<file path="src/design/tphb_pkg.sv">
`timescale 1ns / 1ps
// ----------------------------------------------------------------------------
// tphb_pkg
// Shared types, constants and the temperature-to-period table of the
// temperature-paced heartbeat blinker.
// ----------------------------------------------------------------------------
package tphb_pkg;

	// Timing and filter constants
	localparam int TICKS_PER_SECOND = 1000;
	localparam int CONFIRM_DEPTH    = 4;
	localparam int TEMP_HOT         = 80;
	localparam int TEMP_MIN         = -40;
	localparam int TEMP_SPAN        = TEMP_HOT - TEMP_MIN;
	localparam int PERIOD_W         = 11;
	localparam int PERIOD_MAX       = (1 << PERIOD_W) - 1;
	localparam int TEMP_W           = 8;
	localparam int TEMP_CODES       = 1 << TEMP_W;
	localparam int TIME_W           = 32;
	localparam int CNT_W            = (CONFIRM_DEPTH > 2) ? $clog2(CONFIRM_DEPTH) : 1;

	// Configuration register indexes
	localparam int CFG_IDX_W = 2;
	localparam logic [CFG_IDX_W-1:0] CFG_TEMP_CHECK_ENABLE = 2'd0;
	localparam logic [CFG_IDX_W-1:0] CFG_LED_PRESENT       = 2'd1;
	localparam logic [CFG_IDX_W-1:0] CFG_SENSOR_PRESENT    = 2'd2;

	// Stream widths
	localparam int S_TDATA_W = 56;
	localparam int M_TDATA_W = 24;

	typedef enum logic [1:0] {
		MODE_INIT,
		MODE_OFF,
		MODE_ON,
		MODE_DISABLED
	} mode_t;

	typedef logic signed [TEMP_W-1:0] temp_t;
	typedef logic [PERIOD_W-1:0]      period_t;

	// One poll, last field in the lowest bits
	typedef struct packed {
		logic              led_write_ok;
		logic              temp_second_ok;
		temp_t             temp_second;
		logic              temp_first_ok;
		temp_t             temp_first;
		logic [TIME_W-1:0] now_ms;
	} item_t;

	// One result, last field in the lowest bits
	typedef struct packed {
		temp_t   filtered_temp_out;
		period_t blink_period;
		logic    led_disabled;
		logic    led_written;
		logic    led_on;
	} result_t;

	// Static configuration seen by the period filter
	typedef struct packed {
		logic temp_check_enable;
		logic sensor_present;
	} ctrl_t;

	// Clamp a period into the field range
	function automatic period_t sat_period(input longint p);
		longint c;
		c = p;
		if (c < 0) begin
			c = 0;
		end
		if (c > PERIOD_MAX) begin
			c = PERIOD_MAX;
		end
		return PERIOD_W'(c);
	endfunction

	localparam period_t PERIOD_FIXED = sat_period(longint'(TICKS_PER_SECOND));
	localparam period_t PERIOD_FAULT = sat_period(longint'(TICKS_PER_SECOND / 2));

	typedef period_t period_table_t [TEMP_CODES];

	// Period for every temperature code, built at elaboration
	function automatic period_table_t build_period_table();
		period_table_t tbl;
		longint t;
		longint hz;
		hz = longint'(TICKS_PER_SECOND);
		for (int i = 0; i < TEMP_CODES; i++) begin
			t = (i >= TEMP_CODES / 2) ? longint'(i - TEMP_CODES) : longint'(i);
			tbl[i] = sat_period(hz + hz / 10 - (t - TEMP_MIN) * hz / TEMP_SPAN);
		end
		return tbl;
	endfunction

	localparam period_table_t PERIOD_TABLE = build_period_table();

endpackage

</file>
<file path="src/design/tphb_filter.sv">
`timescale 1ns / 1ps
// ----------------------------------------------------------------------------
// tphb_filter
// Temperature confirmation filter and blink period lookup. State moves only
// on a period evaluation.
// ----------------------------------------------------------------------------
module tphb_filter (
	input  logic                    clk,
	input  logic                    arst_n,
	input  tphb_pkg::ctrl_t         ctrl,
	input  logic                    eval,
	input  tphb_pkg::temp_t         temp_first,
	input  logic                    temp_first_ok,
	input  tphb_pkg::temp_t         temp_second,
	input  logic                    temp_second_ok,
	output tphb_pkg::period_t       period,
	output tphb_pkg::temp_t         temp_next
);

	localparam logic [tphb_pkg::CNT_W-1:0] CNT_LAST =
		tphb_pkg::CNT_W'(tphb_pkg::CONFIRM_DEPTH - 1);

	tphb_pkg::temp_t             acc_temp_q;
	logic                        acc_valid_q;
	logic [tphb_pkg::CNT_W-1:0]  cnt_q;
	tphb_pkg::temp_t             samples_q [tphb_pkg::CONFIRM_DEPTH];

	tphb_pkg::temp_t             acc_temp_d;
	logic                        acc_valid_d;
	logic [tphb_pkg::CNT_W-1:0]  cnt_d;
	logic                        sample_we;
	logic                        fault;
	logic                        all_same;

	// Compare stored samples of this round against the new reading
	always_comb begin
		all_same = (temp_second == temp_first);
		for (int i = 0; i < tphb_pkg::CONFIRM_DEPTH - 1; i++) begin
			if (samples_q[i] != temp_first) begin
				all_same = 1'b0;
			end
		end
	end

	// Next filter state and period
	always_comb begin
		acc_temp_d  = acc_temp_q;
		acc_valid_d = acc_valid_q;
		cnt_d       = cnt_q;
		sample_we   = 1'b0;
		fault       = 1'b0;
		period      = tphb_pkg::PERIOD_FIXED;
		if (ctrl.temp_check_enable) begin
			if (!ctrl.sensor_present || !temp_first_ok) begin
				fault = 1'b1;
			end else if (!acc_valid_q) begin
				acc_temp_d  = temp_first;
				acc_valid_d = 1'b1;
			end else if (temp_first != acc_temp_q) begin
				if (!temp_second_ok) begin
					fault = 1'b1;
				end else begin
					sample_we = 1'b1;
					if (cnt_q == CNT_LAST) begin
						cnt_d = '0;
						if (all_same) begin
							acc_temp_d = temp_first;
						end
					end else begin
						cnt_d = cnt_q + 1'b1;
					end
				end
			end else begin
				cnt_d = '0;
			end
			period = fault ? tphb_pkg::PERIOD_FAULT
				: tphb_pkg::PERIOD_TABLE[$unsigned(acc_temp_d)];
		end
		temp_next = eval ? acc_temp_d : acc_temp_q;
	end

	// Hold filter control state
	always_ff @(posedge clk or negedge arst_n) begin
		if (!arst_n) begin
			acc_temp_q  <= '0;
			acc_valid_q <= 1'b0;
			cnt_q       <= '0;
		end else if (eval) begin
			acc_temp_q  <= acc_temp_d;
			acc_valid_q <= acc_valid_d;
			cnt_q       <= cnt_d;
		end
	end

	// Store confirming readings
	always_ff @(posedge clk) begin
		if (eval && sample_we) begin
			samples_q[cnt_q] <= temp_second;
		end
	end

endmodule

</file>
<file path="src/design/tphb_core.sv">
`timescale 1ns / 1ps
// ----------------------------------------------------------------------------
// tphb_core
// LED mode sequencer: lights the LED on the first poll, toggles it once the
// blink period has elapsed and drops to disabled on a refused write.
// ----------------------------------------------------------------------------
module tphb_core (
	input  logic                 clk,
	input  logic                 arst_n,
	input  tphb_pkg::ctrl_t      ctrl,
	input  logic                 led_cfg_we,
	input  logic                 led_cfg_val,
	input  logic                 step,
	input  tphb_pkg::item_t      item,
	output tphb_pkg::result_t    result
);

	tphb_pkg::mode_t                mode_q;
	tphb_pkg::mode_t                mode_d;
	logic [tphb_pkg::TIME_W-1:0]    last_q;
	tphb_pkg::period_t              period_q;
	logic [tphb_pkg::TIME_W-1:0]    elapsed;
	logic                           due;
	logic                           eval;
	logic                           written;
	tphb_pkg::period_t              new_period;
	tphb_pkg::temp_t                temp_next;

	tphb_filter u_filter (
		.clk            (clk),
		.arst_n         (arst_n),
		.ctrl           (ctrl),
		.eval           (eval),
		.temp_first     (item.temp_first),
		.temp_first_ok  (item.temp_first_ok),
		.temp_second    (item.temp_second),
		.temp_second_ok (item.temp_second_ok),
		.period         (new_period),
		.temp_next      (temp_next)
	);

	// Elapsed time with wrap, against the current period
	assign elapsed = item.now_ms - last_q;
	assign due     = elapsed > tphb_pkg::TIME_W'(period_q);

	// Next mode and result
	always_comb begin
		mode_d  = mode_q;
		eval    = 1'b0;
		written = 1'b0;
		case (mode_q)
			tphb_pkg::MODE_INIT: begin
				eval = step;
			end
			tphb_pkg::MODE_ON, tphb_pkg::MODE_OFF: begin
				eval = step && due;
			end
			default: begin
				eval = 1'b0;
			end
		endcase
		if (eval) begin
			if (item.led_write_ok) begin
				written = 1'b1;
				mode_d  = (mode_q == tphb_pkg::MODE_ON) ? tphb_pkg::MODE_OFF
					: tphb_pkg::MODE_ON;
			end else begin
				mode_d = tphb_pkg::MODE_DISABLED;
			end
		end
		result.led_on            = (mode_d == tphb_pkg::MODE_ON);
		result.led_written       = written;
		result.led_disabled      = (mode_d == tphb_pkg::MODE_DISABLED);
		result.blink_period      = eval ? new_period : period_q;
		result.filtered_temp_out = temp_next;
	end

	// Hold mode, toggle time and period
	always_ff @(posedge clk or negedge arst_n) begin
		if (!arst_n) begin
			mode_q   <= tphb_pkg::MODE_DISABLED;
			last_q   <= '0;
			period_q <= '0;
		end else if (led_cfg_we) begin
			mode_q <= led_cfg_val ? tphb_pkg::MODE_INIT : tphb_pkg::MODE_DISABLED;
		end else if (eval) begin
			mode_q   <= mode_d;
			last_q   <= item.now_ms;
			period_q <= new_period;
		end
	end

endmodule

</file>
<file path="src/design/temperature_paced_heartbeat_blinker_top.sv">
`timescale 1ns / 1ps
// ----------------------------------------------------------------------------
// temperature_paced_heartbeat_blinker_top
// Heartbeat LED pacer: one result item per poll item, with an input register,
// a state update and a result register.
// ----------------------------------------------------------------------------
// The block takes one poll item per clock and returns exactly one result item
// for it: the item is captured in the input register, the LED mode, toggle
// time and temperature filter are evaluated as it moves on to the result
// register, and the result sits in the output register until taken. The
// state update from one poll to the next sets the rate of one item per
// clock; it holds as long as the result side keeps taking items.
// There is no clearing pass after reset.
module temperature_paced_heartbeat_blinker_top (
	input  logic                              clk,
	input  logic                              arst_n,
	input  logic                              s_tvalid,
	output logic                              s_tready,
	// now_ms[31:0], temp_first[39:32], temp_first_ok[40], temp_second[48:41],
	// temp_second_ok[49], led_write_ok[50], zero[55:51]
	input  logic [tphb_pkg::S_TDATA_W-1:0]    s_tdata,
	output logic                              m_tvalid,
	input  logic                              m_tready,
	// led_on[0], led_written[1], led_disabled[2], blink_period[13:3],
	// filtered_temp_out[21:14], zero[23:22]
	output logic [tphb_pkg::M_TDATA_W-1:0]    m_tdata,
	input  logic                              cfg_we,
	input  logic [tphb_pkg::CFG_IDX_W-1:0]    cfg_index,
	input  logic                              cfg_data
);

	localparam int ITEM_W = $bits(tphb_pkg::item_t);
	localparam int RES_W  = $bits(tphb_pkg::result_t);

	tphb_pkg::ctrl_t     ctrl_q;
	tphb_pkg::item_t     item_s1;
	logic                valid_s1;
	tphb_pkg::result_t   result;
	tphb_pkg::result_t   result_s2;
	logic                valid_s2;
	logic                step;
	logic                led_cfg_we;

	// Advance when the result register is free or being emptied
	assign step       = valid_s1 && (!valid_s2 || m_tready);
	assign s_tready   = !valid_s1 || step;
	assign led_cfg_we = cfg_we && (cfg_index == tphb_pkg::CFG_LED_PRESENT);

	// Configuration registers
	always_ff @(posedge clk or negedge arst_n) begin
		if (!arst_n) begin
			ctrl_q.temp_check_enable <= 1'b1;
			ctrl_q.sensor_present    <= 1'b0;
		end else if (cfg_we) begin
			if (cfg_index == tphb_pkg::CFG_TEMP_CHECK_ENABLE) begin
				ctrl_q.temp_check_enable <= cfg_data;
			end
			if (cfg_index == tphb_pkg::CFG_SENSOR_PRESENT) begin
				ctrl_q.sensor_present <= cfg_data;
			end
		end
	end

	// Input register
	always_ff @(posedge clk or negedge arst_n) begin
		if (!arst_n) begin
			valid_s1 <= 1'b0;
		end else if (s_tready) begin
			valid_s1 <= s_tvalid;
		end
	end

	always_ff @(posedge clk) begin
		if (s_tvalid && s_tready) begin
			item_s1 <= tphb_pkg::item_t'(s_tdata[ITEM_W-1:0]);
		end
	end

	tphb_core u_core (
		.clk         (clk),
		.arst_n      (arst_n),
		.ctrl        (ctrl_q),
		.led_cfg_we  (led_cfg_we),
		.led_cfg_val (cfg_data),
		.step        (step),
		.item        (item_s1),
		.result      (result)
	);

	// Result register
	always_ff @(posedge clk or negedge arst_n) begin
		if (!arst_n) begin
			valid_s2 <= 1'b0;
		end else if (!valid_s2 || m_tready) begin
			valid_s2 <= valid_s1;
		end
	end

	always_ff @(posedge clk) begin
		if (step) begin
			result_s2 <= result;
		end
	end

	assign m_tvalid = valid_s2;
	assign m_tdata  = {(tphb_pkg::M_TDATA_W - RES_W)'(0), result_s2};

endmodule
</file>
<file path="config.mk">
export PLATFORM = sky130hd
export DESIGN_NAME = temperature_paced_heartbeat_blinker_top
export DESIGN_NICKNAME = d
export VERILOG_FILES = /design/src/design/tphb_pkg.sv /design/src/design/tphb_filter.sv /design/src/design/tphb_core.sv /design/src/design/temperature_paced_heartbeat_blinker_top.sv
export SDC_FILE = /design/constraint.sdc
export NUM_CORES = 1
export LEC_CHECK = 0
export ABC_AREA = 1
export BUFFER_PORTS_ARGS = -buffer_cell sky130_fd_sc_hd__buf_2
export CAP_MARGIN = 30
export CORE_MARGIN = 3
export CORE_UTILIZATION = 40
export CTS_BUF_LIST = sky130_fd_sc_hd__clkbuf_4
export CTS_CLUSTER_SIZE = 20
export DETAILED_ROUTE_END_ITERATION = 8
export MAX_ROUTING_LAYER = met4
export SYNTH_ARGS = -nofsm -noshare
export SYNTH_HDL_FRONTEND = slang
export SYNTH_SLANG_ARGS = --single-unit
export TNS_END_PERCENT = 20
</file>
<file path="constraint.sdc">
create_clock -name clk -period 9 [get_ports clk]
set_clock_uncertainty 0.1 [all_clocks]
set_input_delay 1.35 -clock clk [delete_from_list [all_inputs] [get_ports clk]]
set_output_delay 1.35 -clock clk [all_outputs]
set_load 0.02 [all_outputs]
</file>
==> results of run 1 <==
## power by group through the flow
stage | logic [mW] | clock network (mW) | registers [mW]
3_5_place_dp | 2.41 | 0 | 1.05
4_1_cts | 2.42 | 0.444 | 1.04
5_1_grt | 2.77 | 0.467 | 1.05
2_1_floorplan | 1.83 | 0 | 1.07
3_3_place_gp | 2.39 | 0 | 1.05
6_report | 2.45 | 0.425 | 1.04
## worst max-delay path, stage by stage (launching register included)
cell      delay, ps
dfrtp_1         420
ha_1            240
fa_1            440
nand3b_1        170
nand2_1         150
nand2_1          70
nand2_1         160
nand2_1          70
nand2_1         120
xor2_1          290
ha_1            200
inv_1            40
o211ai_1        160
inv_1            60
o211ai_1         80
inv_1            60
nand3_1          80
nand4_1         100
a21oi_1         150
buf_4           270
nand4_1         210
nor2_1          650
## path summary, 6_finish.rpt
path / startpoint / end / cells after the start
min reg2reg: u_core.period_q[2] / u_core.period_q[2] / 2
max: u_core.last_q[0] / u_core.u_filter.samples_q[0][6] / 21
max in group asynchronous: arst_n / u_core.u_filter.cnt_q[1] / 2
min in group asynchronous: arst_n / u_core.period_q[2] / 2
min: u_core.period_q[2] / u_core.period_q[2] / 2
max reg2reg: u_core.last_q[0] / u_core.u_filter.samples_q[0][6] / 21
## flip-flops by register name, indices dropped and copies added, names as in the netlist
| signal | count |
|---|---|
| u_core.period_q | 11 |
| u_core.u_filter.cnt_q | 2 |
| u_core.u_filter.samples_q | 24 |
| m_tdata | 22 |
| u_core.u_filter.acc_temp_q | 8 |
| item_s1 | 51 |
| m_tvalid | 1 |
| u_core.mode_q | 2 |
| u_core.last_q | 32 |
| u_core.u_filter.acc_valid_q | 1 |
| valid_s1 | 1 |
| ctrl_q | 2 |
## routing by layer
layer  global-route usage (%)  vias up
met1                     30.2     4385
met4                     5.94        0
met3                     2.63       39
li1                         -     4820
met5                        -        -
met2                     29.9      288
## metrics by stage
step,setup WS [ps],total power [mW],hold slack (ps),utilization [%],std cells
after floorplan,5210,2.90,349,-,1435
after global placement,4450,3.44,363,43.3,1825
after detailed placement,4350,3.46,373,43.3,1825
after CTS,4300,3.90,409,44.3,1857
after global routing,3950,4.29,432,44.3,1859
final,4340,3.91,406,44.3,1859
## layout make-up
class	instances	area, µm²	share of cell area (%)
multi-input combinational	1035	5270	45.3
tap	335	419	3.61
inverter	210	788	6.78
timing repair buffer	88	455	3.92
clock inverter	14	130	1.12
clock buffer	18	135	1.16
antenna	2	5.00	0.0431
sequential	157	4420	38.0
## cells in the final DEF (no fill, tap or decap), types with 12 or more instances in the layout
master,n
ha_1,65
a21oi_1,66
nand3_1,111
nor2_1,94
o21ai_0,77
dfrtp_1,57
edfxtp_1,97
buf_2,82
inv_1,198
nand4_1,28
o21ai_1,19
nand2_2,13
o211ai_1,12
clkbuf_4,18
nand2_1,479
## kinds of logic after synthesis
family | after synthesis | share of synthesized area (%)
xor gates and xnor gates | 17 | 1.39
AOI/OAI and AO/OA | 198 | 10.3
buffers and inverters | 243 | 9.75
DFF | 157 | 41.2
other | 1 | 0.0350
adders and majority gates | 66 | 7.77
and+or+nand+nor | 752 | 29.5
==> impl_metrics.ini, run 1 <==
[route]
viasPerCell = 5.13
avgRoutedWirePerCell_um = 15.3
wl_met2_um = 12300
wirelength_um = 28400
postRouteAntennaNets = 0
first_pass_iters = 5
wl_met3_um = 1520
wl_met1_um = 14000
vias = 9532
route.detailed.drc = 0
highest_layer = met4
drt_iter0_drc = 837

[synth]
yosysMostFrequentCell = nand2_1
synth_edf_count = 97
netlist_top_cells_area = edfxtp_1 27%, nand2_1 17%, dfrtp_1 13%
synthFlopType = edfxtp_1
async_flop_share_pct = 38.2
synth.distinct_cells = 46
netlist_area_um2 = 10700
yosysSeqAreaShare_pct = 41.2
synth.avg_cell_area_um2 = 7.48
synth_common_cells = 479 x nand2_1, 199 x inv_1, 111 x nand3_1
yosys_warnings = 0
syn_inst = 1434
ys_seq_elements = 157
synth_top_cell_area_share_pct = 27.2
post-synth-top-area-cell = edfxtp_1

[clocking]
cts_buffers = 17
clk_pin_slew_worst_paths_ps = 160
post-cts-setup-buffers = 0
clk_latency_ps = 580
htree_levels = 4
cts.hold.buffers_added = 0
cts_resized = 0
cts_tree = done
clock_path_buffers = 2
root_buffer = clkbuf_4
clkSinkCount = 157

[floorplanning]
io_pins = 90
core_area_um2 = 26200
fp.dieH_um = 170
die_w_um = 170
die_area_um2 = 28800
start_util_pct = 40.9
core.rowCount = 59

[finish]
synthToLayoutAreaGrowth_pct = 8.38
n_fill_cell = 2655
drive_above_1_share_pct = 11.2
final_area_um2 = 11600
final_nets = 1639

[sta]
tightest_slew_ps = 838
finalSetupViolCount = 0
period_needed_ps = 4660
post-route-period-util_pct = 51.8
hold_viol_final = 0
slew_violations = 0
rsz0062_at_grt = false
setup_tns_ps = 0
slew-limit-headroom_pct = 44.2
clock.fmax_mhz = 215

[worst_setup_path]
cp_max_fo = 20
crit_type = register to register
start_kind = register
worst_ep_arrival_time_ps = 4760
required_ps = 9100
cp-end-kind = register
r2r_slack_ps = 4340

[global_routing]
grt_pass1_vias = 8765
grt-ovfl-total = 0
grt_pass1_wl_um = 45800
antenna_found_initial = 1
grtUsageTotal_pct = 20.6
grt_max_degree = 63

[placed_design]
hpwl_um = 21500
io_buffers = 82
gp_congestion = 0.923
placed_area_um2 = 11400

[flow_run]
maxCapViolCount = 0

[run_status]
status = completed

[pwr]
leakage_nw = 5.67
cell_internal_pwr_mw = 1.85
combPwrFrac_pct = 62.6
power.switching_mw = 2.06
pwr-share-clk_pct = 10.9
power_switching_share_pct = 52.7
ir_drop_mv = 0.118
seq_power_share_pct = 26.5
power.density_nw_per_um2 = 336

[min_path]
hp-class = register to register
(Power assumes the default switching activity.)
==> run 2, diff against run 1 <==
--- a/config.mk
+++ b/config.mk
@@ -5,7 +5,7 @@
 export SDC_FILE = /design/constraint.sdc
 export NUM_CORES = 1
 export LEC_CHECK = 0
-export ABC_AREA = 1
+export ABC_AREA = 0
 export BUFFER_PORTS_ARGS = -buffer_cell sky130_fd_sc_hd__buf_2
 export CAP_MARGIN = 30
 export CORE_MARGIN = 3
==> constraint.sdc (replaced) <==
create_clock -name clk -period 4.47 [get_ports clk]
set_clock_uncertainty 0.1 [all_clocks]
set_input_delay 0.6705 -clock clk [delete_from_list [all_inputs] [get_ports clk]]
set_output_delay 0.6705 -clock clk [all_outputs]
set_load 0.02 [all_outputs]
==> run 2 against run 1 <==
Effect of this change:
- the run now ends with setup timing left
- wire length is 52% higher
- flip-flop and latch count unchanged
- first-iteration DRC count is 41% higher
- worst hold slack got worse by 290 ps
- sequential share of layout area is 8.1 points lower
- via count up 24%
- power increased to 2.8 times the previous value
- synthesized area up 11%
- critical path type unchanged
- largest power group unchanged
- highest routed layer unchanged
==> impl_metrics.ini, run 2 <==
[floorplanning]
die_w_um = 178
io_pins = 90
start_util_pct = 41.0
core_area_um2 = 29000
fp.dieH_um = 178
core.rowCount = 62
die_area_um2 = 31800

[sta]
post-route-period-util_pct = 105
slew-limit-headroom_pct = 30.6
tightest_slew_ps = 1040
clock.fmax_mhz = 213
hold_viol_final = 0
setup_ws_ps = -220
period_needed_ps = 4690
finalSetupViolCount = 99
rsz0062_at_grt = true
slew_violations = 0

[pwr]
power.density_nw_per_um2 = 747
ir_drop_mv = 0.288
power_switching_share_pct = 50.4
pwr-share-clk_pct = 8.1
cell_internal_pwr_mw = 5.47
leakage_nw = 5.89
power.switching_mw = 5.56
combPwrFrac_pct = 72.7
seq_power_share_pct = 19.2

[clocking]
clk_latency_ps = 620
clk_pin_slew_worst_paths_ps = 170
clkSinkCount = 157
cts_tree = done
htree_levels = 4
root_buffer = clkbuf_4
cts_buffers = 17
clock_path_buffers = 2

[finish]
postLayoutCoreUtil_pct = 50.9
finalNonFillerCells = 1933
largest_reg_flops = 51
most-common-layout-cells = 181 x buf_4, 97 x edfxtp_1, 83 x nor2_1
final_common_cell = buf_4
drive_above_1_share_pct = 28.9
top_register = item_s1
final_nets = 1664
reg_top3 = item_s1: 51 flops, u_core.last_q: 32 flops, u_core.u_filter.samples_q: 24 flops
synthToLayoutAreaGrowth_pct = 24.2

[worst_setup_path]
crit_type = register to register
slowest_delay_ps = 470
path_cells = ha_4 > buf_4 > o2111a_1 > nor2_4 > buf_4 > buf_4 > buf_4 > xnor2_1 > ha_1 > a211oi_1 > o21ai_1 > o31ai_1 > buf_4 > nand4_1 > nor4bb_1 > nand4_1 > buf_4 > nor4_4 > buf_6 > nor3_4 > buf_6 > mux2_4
cp-end-kind = register
crit_top_cell = buf_4
required_ps = 4740
worst_ep_arrival_time_ps = 4960
start_kind = register
cp_max_fo = 5
cp_slowest_cell = edfxtp_1

[placed_design]
pre_cts_ws_ps = -385
dp.cells = 1878
gp_congestion = 1.00
io_buffers = 82
hpwl_um = 32200

[synth]
post-synth-top-area-cell = edfxtp_1
yosysSeqAreaShare_pct = 37.1
yosys_warnings = 0
synth_common_cells = 97 x edfxtp_1, 91 x o21ai_0, 88 x nor2_1
netlist_top_cells_area = edfxtp_1 24%, dfrtp_1 12%, ha_1 6.8%
synth.distinct_cells = 91
synthFlopType = edfxtp_1
yosysMostFrequentCell = edfxtp_1
syn_inst = 1322
synth_top_cell_area_share_pct = 24.5
netlist_area_um2 = 11900
async_flop_share_pct = 38.2
ys_seq_elements = 157
synth_edf_count = 97
synth.avg_cell_area_um2 = 9.00

[global_routing]
grt-ovfl-total = 0
grtUsageTotal_pct = 27.2
grt_pass1_wl_um = 65000
antenna_found_initial = 2
grt_pass1_vias = 11200
grt_max_degree = 34

[route]
viasPerCell = 6.12
vias = 11800
postRouteAntennaNets = 0
drt_iter0_drc = 1177
wirelength_um = 43100
first_pass_iters = 5
route.detailed.drc = 0
avgRoutedWirePerCell_um = 22.3

[run_status]
violations = setup timing
status = complete, but fails checks

[flow_run]
maxCapViolCount = 0

[min_path]
hp-class = input pin to register
==> run 2: cell count changes after synthesis, moves of 23 or more <==
| cell | delta |
|---|---|
| a211oi_1 | +24 |
| clkbuf_1 | +44 |
| inv_1 | -132 |
| mux2_2 | +25 |
| nand2_1 | -401 |
| nand3_1 | -35 |
| nor3_1 | +28 |
| nor4_1 | +23 |
==> run 2: stage by stage <==
stage | hold WS (ps) | TNS (ps) | cell area, µm² | power, mW
after global placement | 377 | -24490 | 13800 | 9.44
after global routing | 69.6 | -38830 | 14800 | 11.8
after floorplan | 275 | 0 | 12000 | 6.75
after detailed placement | 399 | -28880 | 13900 | 9.43
after CTS | 71.0 | -16950 | 14300 | 10.5
final | 112 | -10180 | 14800 | 11.0
==> run 2: timing repair <==
item                       CTS  global route
setup endpoints to repair  102           102
gates resized for setup     39            82
hold endpoints to repair    18             0
setup buffers                7             9
hold buffers                 1             0
pin swaps                   12            42
cloned                       1             5
==> run 2: area by class of cell <==
class / instances / area (µm²)
fillers: 2793 / 14200
clock buffers: 17 / 128
multi-input cells: 1006 / 7220
inverters: 71 / 274
flip-flops and latches: 157 / 4420
clock inverters: 15 / 170
repair buffers: 281 / 2070
well taps: 384 / 480
diodes: 2 / 5.00
==> run 2: worst paths after layout <==
check                                 start                 end  slack [ps]  cells after the start
worst max-delay path             item_s1[4]         m_tdata[16]        -220                     22
worst min-delay path            s_tdata[19]         item_s1[19]         110                      1
worst max register to register   item_s1[4]         m_tdata[16]        -220                     22
worst min register to register  item_s1[11]   u_core.last_q[11]         420                      2
max in group asynchronous            arst_n    u_core.mode_q[0]        3040                      3
min in group asynchronous            arst_n  u_core.period_q[0]         450                      2
==> run 2: logic make-up (layout without fill, tap and decap cells) <==
group / after synthesis / count (layout) / synth area share (%)
flip-flops: 157 / 157 / 37.1
AO/OA/AOI/OAI: 418 / 418 / 24.0
multiplexers: 39 / 39 / 3.55
buffers and inverters: 161 / 384 / 5.83
adder cells (fa/ha/maj): 68 / 68 / 7.18
AND/OR/NAND/NOR: 447 / 448 / 20.0
other: 1 / 4 / 0.0315
XOR/XNOR: 31 / 31 / 2.28
==> run 2: power groups by stage <==
stage	sequential (mW)	clock, mW	combinational (mW)
floorplan	2.14	0	4.60
global placement	2.14	0	7.31
detailed placement	2.14	0	7.29
CTS	2.11	0.925	7.47
global route	2.15	0.981	8.66
finish	2.12	0.897	8.02
==> run 2: metal layers <==
metal | wire length (µm) | global-route usage [%] | vias up
li1 | - | - | 5506
met1 | 20100 | 38.9 | 5739
met2 | 18200 | 38.3 | 516
met3 | 3500 | 6.15 | 77
met4 | 1200 | 8.18 | 0
met5 | 0 | - | -
==> run 2: worst max-delay path: cells and delay by family, from the launching register on <==
| kind | cells | cell delay (ps) |
|---|---|---|
| AND/OR/NAND/NOR | 6 | 780 |
| multiplexers | 1 | 300 |
| buffers and inverters | 8 | 1180 |
| XOR/XNOR | 1 | 120 |
| AO/OA/AOI/OAI | 4 | 890 |
| adder cells (fa/ha/maj) | 2 | 600 |
| flip-flops | 1 | 470 |
